### src/sv/vtab_pkg.sv
// vtab_pkg: shared types and codes for the vertex/triangle adjacency builder.
// Used by the controller, datapath and top level; depends on nothing.
`timescale 1ns / 1ps
package vtab_pkg;
  localparam int unsigned MAX_VERTICES  = 1024;
  localparam int unsigned MAX_TRIANGLES = 2048;

  localparam logic [1:0] REQ_APPEND = 2'd0;
  localparam logic [1:0] REQ_QVERT  = 2'd1;
  localparam logic [1:0] REQ_QSLOT  = 2'd2;

  localparam logic [1:0] ST_OK    = 2'd0;
  localparam logic [1:0] ST_RANGE = 2'd1;
  localparam logic [1:0] ST_BUILD = 2'd2;

  localparam int unsigned CORNERS = 3;

  typedef enum logic [3:0] {
    OP_NONE,
    OP_CLEAR,     // sweep counts to zero
    OP_CNT_RD,    // read count of corner (sel)
    OP_CNT_WR,    // write count+1 of corner (sel)
    OP_TRI_WR,    // store triangle, bump loaded
    OP_PFX,       // prefix step at vertex idx
    OP_TRI_RD,    // read triangle idx
    OP_CUR_RD,    // read cursor of corner sel
    OP_CUR_WR,    // write pair and cursor+1 of corner sel
    OP_Q_RD,      // read query memories
    OP_FLAGS      // flag update
  } op_e;

  typedef struct packed {
    op_e        op;
    logic [1:0] sel;
  } cmd_t;

  typedef struct packed {
    logic idx_last;   // sweep index reached its end
    logic tri_last;   // scatter reached last loaded triangle
    logic none_loaded;
  } sts_t;
endpackage

### src/sv/vtab_ctrl.sv
// vtab_ctrl: sequencer for load, clear, prefix sum, scatter and queries.
// Depends on vtab_pkg.
`timescale 1ns / 1ps
module vtab_ctrl (
  input  logic            clk_i,
  input  logic            rst_ni,
  input  logic            in_fire_i,
  input  logic [1:0]      req_i,
  input  logic            last_i,
  input  logic            tri_ok_i,   // triangle in range and store not full
  input  logic            built_i,
  input  logic            out_busy_i, // output register still full
  input  vtab_pkg::sts_t  sts_i,
  output vtab_pkg::cmd_t  cmd_o,
  output logic            idle_o,
  output logic            resp_o
);
  localparam logic [3:0] S_IDLE  = 4'd0;
  localparam logic [3:0] S_CLR   = 4'd1;
  localparam logic [3:0] S_CRD   = 4'd2;
  localparam logic [3:0] S_CWR   = 4'd3;
  localparam logic [3:0] S_TWR   = 4'd4;
  localparam logic [3:0] S_PFX   = 4'd5;
  localparam logic [3:0] S_TRD   = 4'd6;
  localparam logic [3:0] S_URD   = 4'd7;
  localparam logic [3:0] S_UWR   = 4'd8;
  localparam logic [3:0] S_QRD   = 4'd9;
  localparam logic [3:0] S_QOUT  = 4'd10;
  localparam logic [3:0] S_DONE  = 4'd11;
  localparam logic [3:0] S_FLAG  = 4'd12;

  logic [3:0] state_q, state_d;
  logic [1:0] sel_q, sel_d;
  logic       last_q, last_d;

  always_ff @(posedge clk_i or negedge rst_ni) begin
    if (!rst_ni) begin
      state_q <= S_CLR;
      sel_q   <= '0;
      last_q  <= 1'b0;
    end else begin
      state_q <= state_d;
      sel_q   <= sel_d;
      last_q  <= last_d;
    end
  end

  // a waiting result only holds the next item that has a result of its own
  assign idle_o = (state_q == S_IDLE);

  always_comb begin
    state_d = state_q;
    sel_d   = sel_q;
    last_d  = last_q;
    cmd_o   = '{op: vtab_pkg::OP_NONE, sel: sel_q};
    resp_o  = 1'b0;
    unique case (state_q)
      S_IDLE: begin
        if (in_fire_i) begin
          last_d = last_i;
          sel_d  = '0;
          if (req_i == vtab_pkg::REQ_APPEND) begin
            if (built_i) begin
              state_d = S_CLR;
            end else begin
              state_d = S_FLAG;
            end
          end else if (req_i == vtab_pkg::REQ_QVERT || req_i == vtab_pkg::REQ_QSLOT) begin
            state_d = S_QRD;
          end
        end
      end
      S_CLR: begin
        cmd_o.op = vtab_pkg::OP_CLEAR;
        if (sts_i.idx_last) begin
          // after reset go idle; a new mesh goes on to handle its triangle
          state_d = built_i ? S_FLAG : S_IDLE;
        end
      end
      S_FLAG: begin
        cmd_o.op = vtab_pkg::OP_FLAGS;
        if (tri_ok_i) begin
          state_d = S_CRD;
        end else if (last_q) begin
          state_d = S_PFX;
        end else begin
          state_d = S_IDLE;
        end
      end
      S_CRD: begin
        cmd_o.op = vtab_pkg::OP_CNT_RD;
        state_d  = S_CWR;
      end
      S_CWR: begin
        cmd_o.op = vtab_pkg::OP_CNT_WR;
        if (sel_q == 2'd2) begin
          sel_d   = '0;
          state_d = S_TWR;
        end else begin
          sel_d   = sel_q + 2'd1;
          state_d = S_CRD;
        end
      end
      S_TWR: begin
        cmd_o.op = vtab_pkg::OP_TRI_WR;
        state_d  = last_q ? S_PFX : S_IDLE;
      end
      S_PFX: begin
        cmd_o.op = vtab_pkg::OP_PFX;
        if (sts_i.idx_last) begin
          state_d = sts_i.none_loaded ? S_DONE : S_TRD;
        end
      end
      S_TRD: begin
        cmd_o.op = vtab_pkg::OP_TRI_RD;
        sel_d    = '0;
        state_d  = S_URD;
      end
      S_URD: begin
        cmd_o.op = vtab_pkg::OP_CUR_RD;
        state_d  = S_UWR;
      end
      S_UWR: begin
        cmd_o.op = vtab_pkg::OP_CUR_WR;
        if (sel_q == 2'd2) begin
          sel_d   = '0;
          state_d = sts_i.tri_last ? S_DONE : S_TRD;
        end else begin
          sel_d   = sel_q + 2'd1;
          state_d = S_URD;
        end
      end
      S_DONE: begin
        if (!out_busy_i) begin
          resp_o  = 1'b1;
          state_d = S_IDLE;
        end
      end
      S_QRD: begin
        cmd_o.op = vtab_pkg::OP_Q_RD;
        state_d  = S_QOUT;
      end
      S_QOUT: begin
        if (!out_busy_i) begin
          resp_o  = 1'b1;
          state_d = S_IDLE;
        end
      end
      default: state_d = S_IDLE;
    endcase
  end
endmodule

### config.mk
export PLATFORM = sky130hd
export DESIGN_NAME = vtab_ctrl
export DESIGN_NICKNAME = d
export VERILOG_FILES = /design/src/sv/vtab_pkg.sv /design/src/sv/vtab_ctrl.sv
export SDC_FILE = /design/constraint.sdc
export NUM_CORES = 1
export LEC_CHECK = 0
export BUFFER_PORTS_ARGS = -buffer_cell sky130_fd_sc_hd__buf_2
export CAP_MARGIN = 20
export CORE_AREA = 2 2 42 44
export DETAILED_ROUTE_END_ITERATION = 10
export DIE_AREA = 0 0 44 46
export GPL_TIMING_DRIVEN = 0
export HOLD_SLACK_MARGIN = 0.1
export PLACE_DENSITY = 0.75
export REMOVE_ABC_BUFFERS = 1
export SLEW_MARGIN = 20
export SYNTH_ARGS = -nofsm -noshare
export SYNTH_HDL_FRONTEND = slang
export SYNTH_SLANG_ARGS = --single-unit
export TNS_END_PERCENT = 1
### constraint.sdc
create_clock -name clk_i -period 1.65 [get_ports clk_i]
set_input_delay 0.165 -clock clk_i [delete_from_list [all_inputs] [get_ports clk_i]]
set_output_delay 0.165 -clock clk_i [all_outputs]
set_load 0.005 [all_outputs]
# Word level (Yosys, flattened, before mapping)
# Cells that the tools add are included.
# word_totals
ff_bits	7
wordCells	54
# op_classes
addsub	1
muxes	21
n_eq_ne	20
n_reduce_logical	9
# op_table
op	n
$pmux 4 s12	1
$mux 4	11
$pmux 4 s10	1
$eq 4x4->1 const B	5
$eq 4x3->1 const B	4
$mux 3	3
$eq 4x2->1 const B	2
$ne 2x2->1 const B	4
$pmux 2 s3	1
$reduce_and 5->1	1
$eq 2x2->1 const B	2
$eq 4x1->1 const B	1
$logic_not 4->1	1
$mux 2	2
$reduce_and 2->1	2
$reduce_or 2->1	2
$ne 3x1->1 const B	1
$reduce_bool 3->1	1
$add 2x1->2 const B	1
$eq 2x1->1 const B	1
$logic_not 2->1	1
$mux 1	2
$logic_or 1x1->1	1

# Logic depth before layout (Yosys ltp)
# logic_depth
ltp_word	6
ltp_mapped	6
depth_no_buf	6

# Worst setup path after synthesis
# No wires, ideal clock.
# synth_path
path_type	reg-to-reg
from	register state_q[0]
to	register state_q[0]
t_arrival_ns	1.317
slack_ns	0.239
setup_ns	0.094
n_path_buf	2
path_stages_with_launch	6
cell_sequence	dfstp_2 buf_6 buf_8 mux2i_1 a2111oi_1 o22ai_1
# synth_between
elab_chain_len	4
elab_cells_between_ends	21
cone_classes	17 x eq/ne; 1 x mux; 3 x reduce/logical
# synth_lines
element	line	text
start: declaration	vtab_ctrl.sv:32	logic [3:0] state_q, state_d;
start signal: assignment	vtab_ctrl.sv:42	state_q <= state_d;
$eq 4x4->1	vtab_ctrl.sv:57	unique case (state_q)
$reduce_or 2->1 (no source line)	n/a	
$ne 2x2->1 (no source line)	n/a	
$reduce_and 5->1 (no source line)	n/a	
# Parallel ways exist; a longest one is shown, timed or not.
# A chain may end at the register's enable or synchronous reset.

# Final worst setup path
# Ends and elaborated chain as after synthesis.

==> run_results.csv <==
group,metric,value,unit
power,p_int,0.815,mW
synth,synth-seq-cells,7,
critical_path,rr_startpoint,"state_q[0]",
clocking,htree_levels,1,
timing,period_needed,1.62,ns
synth,ys.flop_type,"dfrtp_1",
die,dieHeight,46,um
timing,fin_hold_ws,0.125,ns
global_route,antenna_found_initial,0,
synth,synthArstFlopShare,100,%
finish,design_area,856,um^2
critical_path,critPathTopFamily,"flip-flops",
route,drt_iter0_markers,38,
critical_path,crit_required,1.82,ns
clocking,cts.sinks,7,
finish,final_cell_mix,"buf_2, nand2b_1, nor2_1",
synth,synth_top_area_share,20.0,%
route,wl_per_cell,13.3,um
clocking,clock_latency,0.25,ns
power,sw_frac_of_total,47.4,%
timing,finClkSkew,0.00377,ns
synth,avgSynthCellArea,8.53,um^2
synth,synthTopCellsByArea,"dfrtp_1, nand2b_1, buf_6",
route,dr.pass1.iters,5,
route,vias,736,
power,p_leak,0.378,nW
die,rows,15,
finish,mostFrequentLayoutCell,"buf_2",
route,ant_nets,0,
synth,synth_edf_count,0,
power,pwr-share-clk,10.0,%
synth,synthCells,88,
placement,dpl_cell_area,801,um^2
min_path,timing.hold.worst.class,"primary input to register",
run,cap_violations,0,
global_route,grt_usage,17.8,%
finish,fin_nets,119,
outcome,status,"finished clean",
critical_path,ff2ff_setup_slack,0.03,ns
critical_path,worst-path-stages,4,
die,die_width,44,um
timing,slew_violations,0,
critical_path,worstRegToRegCells,4,
timing,clock.fmax,0.618,GHz
critical_path,cpPeakStageDelay,0.75,ns
power,p_sw,0.736,mW
finish,fill_cells,149,
critical_path,rr_endpoint,"state_q[0]",
synth,synth_cell_types,46,
synth,yosys_warnings,0,
finish,area_growth,14.0,%
synth,synth-seq-area-share,23.5,%
critical_path,crit_chain,"nor4_4 -> a21boi_1 -> a2111oi_1 -> o22ai_1",
die,fp.coreArea,1610,um^2
clocking,cts_root_buf,"clkbuf_4",
critical_path,slowest_stage,"dfstp_4",
route,drc_errors,0,
timing,hold_violations,0,
power,seq_power_share,36.8,%
power,ir_drop,0.720,mV
critical_path,crit_arrival,1.79,ns
placement,dp_hpwl,1.18,mm
die,dieArea,2020,um^2
placement,portBuffers,19,
timing,max_slew_margin,73.5,%
critical_path,crit_fanout,22,
finish,drive_gt1_share,34.3,%
power,power,1.55,mW
power,power.density,1810,nW/um^2
die,ios,20,
timing,timing.final.crit_share,98.1,%
clocking,cts_tree,"built",
placement,gp_congestion,0.818,
critical_path,cp-endpoint,"state_q[0]",
global_route,grt_start_max_net_pins,23,
timing,setup_viol,0,
clocking,cts_buffers,3,
power,comb_power_share,53.1,%
finish,n_antenna_cell,0,
clocking,clockBufferDepth,2,
critical_path,startpoint,"state_q[0]",
synth,syn-cell-area,751,um^2
critical_path,path_buf_inv,0,
global_route,grt_pass1_wl,2.68,mm
critical_path,end_kind,"register",
critical_path,cp-start-kind,"register",
route,vias_per_cell,6.03,
timing,tightest_slew,0.388,ns
synth,synth_top_cell_by_area,"dfrtp_1",
timing,rsz0062_at_grt,"yes",
global_route,grt_pass1_vias,647,
route,drt_wl_total,1.63,mm
critical_path,crit_type,"register to register",
clocking,path_clk_slew,0.05,ns
die,initial_core_util,46.5,%
global_route,grt_overflow,0,
clocking,cts_setup_buffers,0,
cell families after synthesis:
kind of cell / Yosys count / share of synthesized area (%)
AO/OA/AOI/OAI: 28 / 28.2
XOR/XNOR: 1 / 1.17
adder cells (fa/ha/maj): 1 / 1.67
buffers and inverters: 14 / 13.0
flip-flops: 7 / 23.5
multiplexers: 4 / 5.83
AND/OR/NAND/NOR: 33 / 26.7
how the worst min path moves through the flow:
stage                      end  cells past startpoint   start
floorplan               last_q                      0  rst_ni
global placement    state_q[2]                      1  rst_ni
detailed placement    sel_q[1]                      1  rst_ni
CTS                     last_q                      2  last_i
global route            last_q                      2  last_i
finish                  last_q                      2  last_i
cells in the mapped netlist, types with 2 or more instances:
master / count
nand2_1: 5
a31oi_1: 2
a2111oi_2: 2
nor3_1: 2
nand3_1: 4
a21oi_1: 4
o21ai_0: 3
inv_1: 5
buf_2: 2
dfrtp_1: 6
nand2b_1: 7
nor2_1: 6
mux2_2: 2
nor4_2: 2
o21ai_1: 3
buf_6: 3
per-stage QoR:
stage / utilization [%] / setup TNS, ns / std cells / setup slack [ns]
after floorplan: - / 0 / 81 / 0.0790
after global placement: 49.6 / -0.178 / 117 / -0.0910
after detailed placement: 49.6 / -0.165 / 117 / -0.0874
after CTS: 52.8 / 0 / 122 / 0.0222
after global routing: 53.0 / -0.0253 / 122 / -0.0132
final: 53.0 / 0 / 122 / 0.0310
power by group through the flow:
stage / clock network (mW) / registers, mW / logic [mW]
2_1_floorplan: 0 / 0.476 / 0.612
3_3_place_gp: 0 / 0.527 / 0.796
3_5_place_dp: 0 / 0.536 / 0.811
4_1_cts: 0.161 / 0.558 / 0.824
5_1_grt: 0.175 / 0.604 / 0.918
6_report: 0.155 / 0.572 / 0.824
worst register-to-register path: stages, from the launching register on:
cell,delay [ns]
dfstp_4,0.75
nor4_4,0.10
a21boi_1,0.16
a2111oi_1,0.39
o22ai_1,0.13
sequential cells by signal, indices dropped and copies added, names as in the netlist:
register,flops
last_q,1
sel_q,2
state_q,4
routing by layer:
metal / global-route usage [%] / wire length (um)
met3: 4.76 / 97
met1: 24.3 / 761
met5: 0 / 0
met4: 3.64 / 8
met2: 28.2 / 756
cell type report:
cell class              count  area (um^2)  share of cell area [%]
flip-flops and latches      7          186                    21.8
repair buffers             20          105                    12.3
inverters                   7         31.3                    3.65
well taps                  17         21.3                    2.49
clock buffers               4         26.3                    3.07
multi-input cells          67          485                    56.7
what timing repair did:
action                                  CTS  global route
endpoints found under the hold margin     7             0
resized for setup                         4             2
endpoints found under the setup margin    4             9
pin swaps                                 0             0
hold buffers                              1             0
Power figures use the tool's default switching activity.
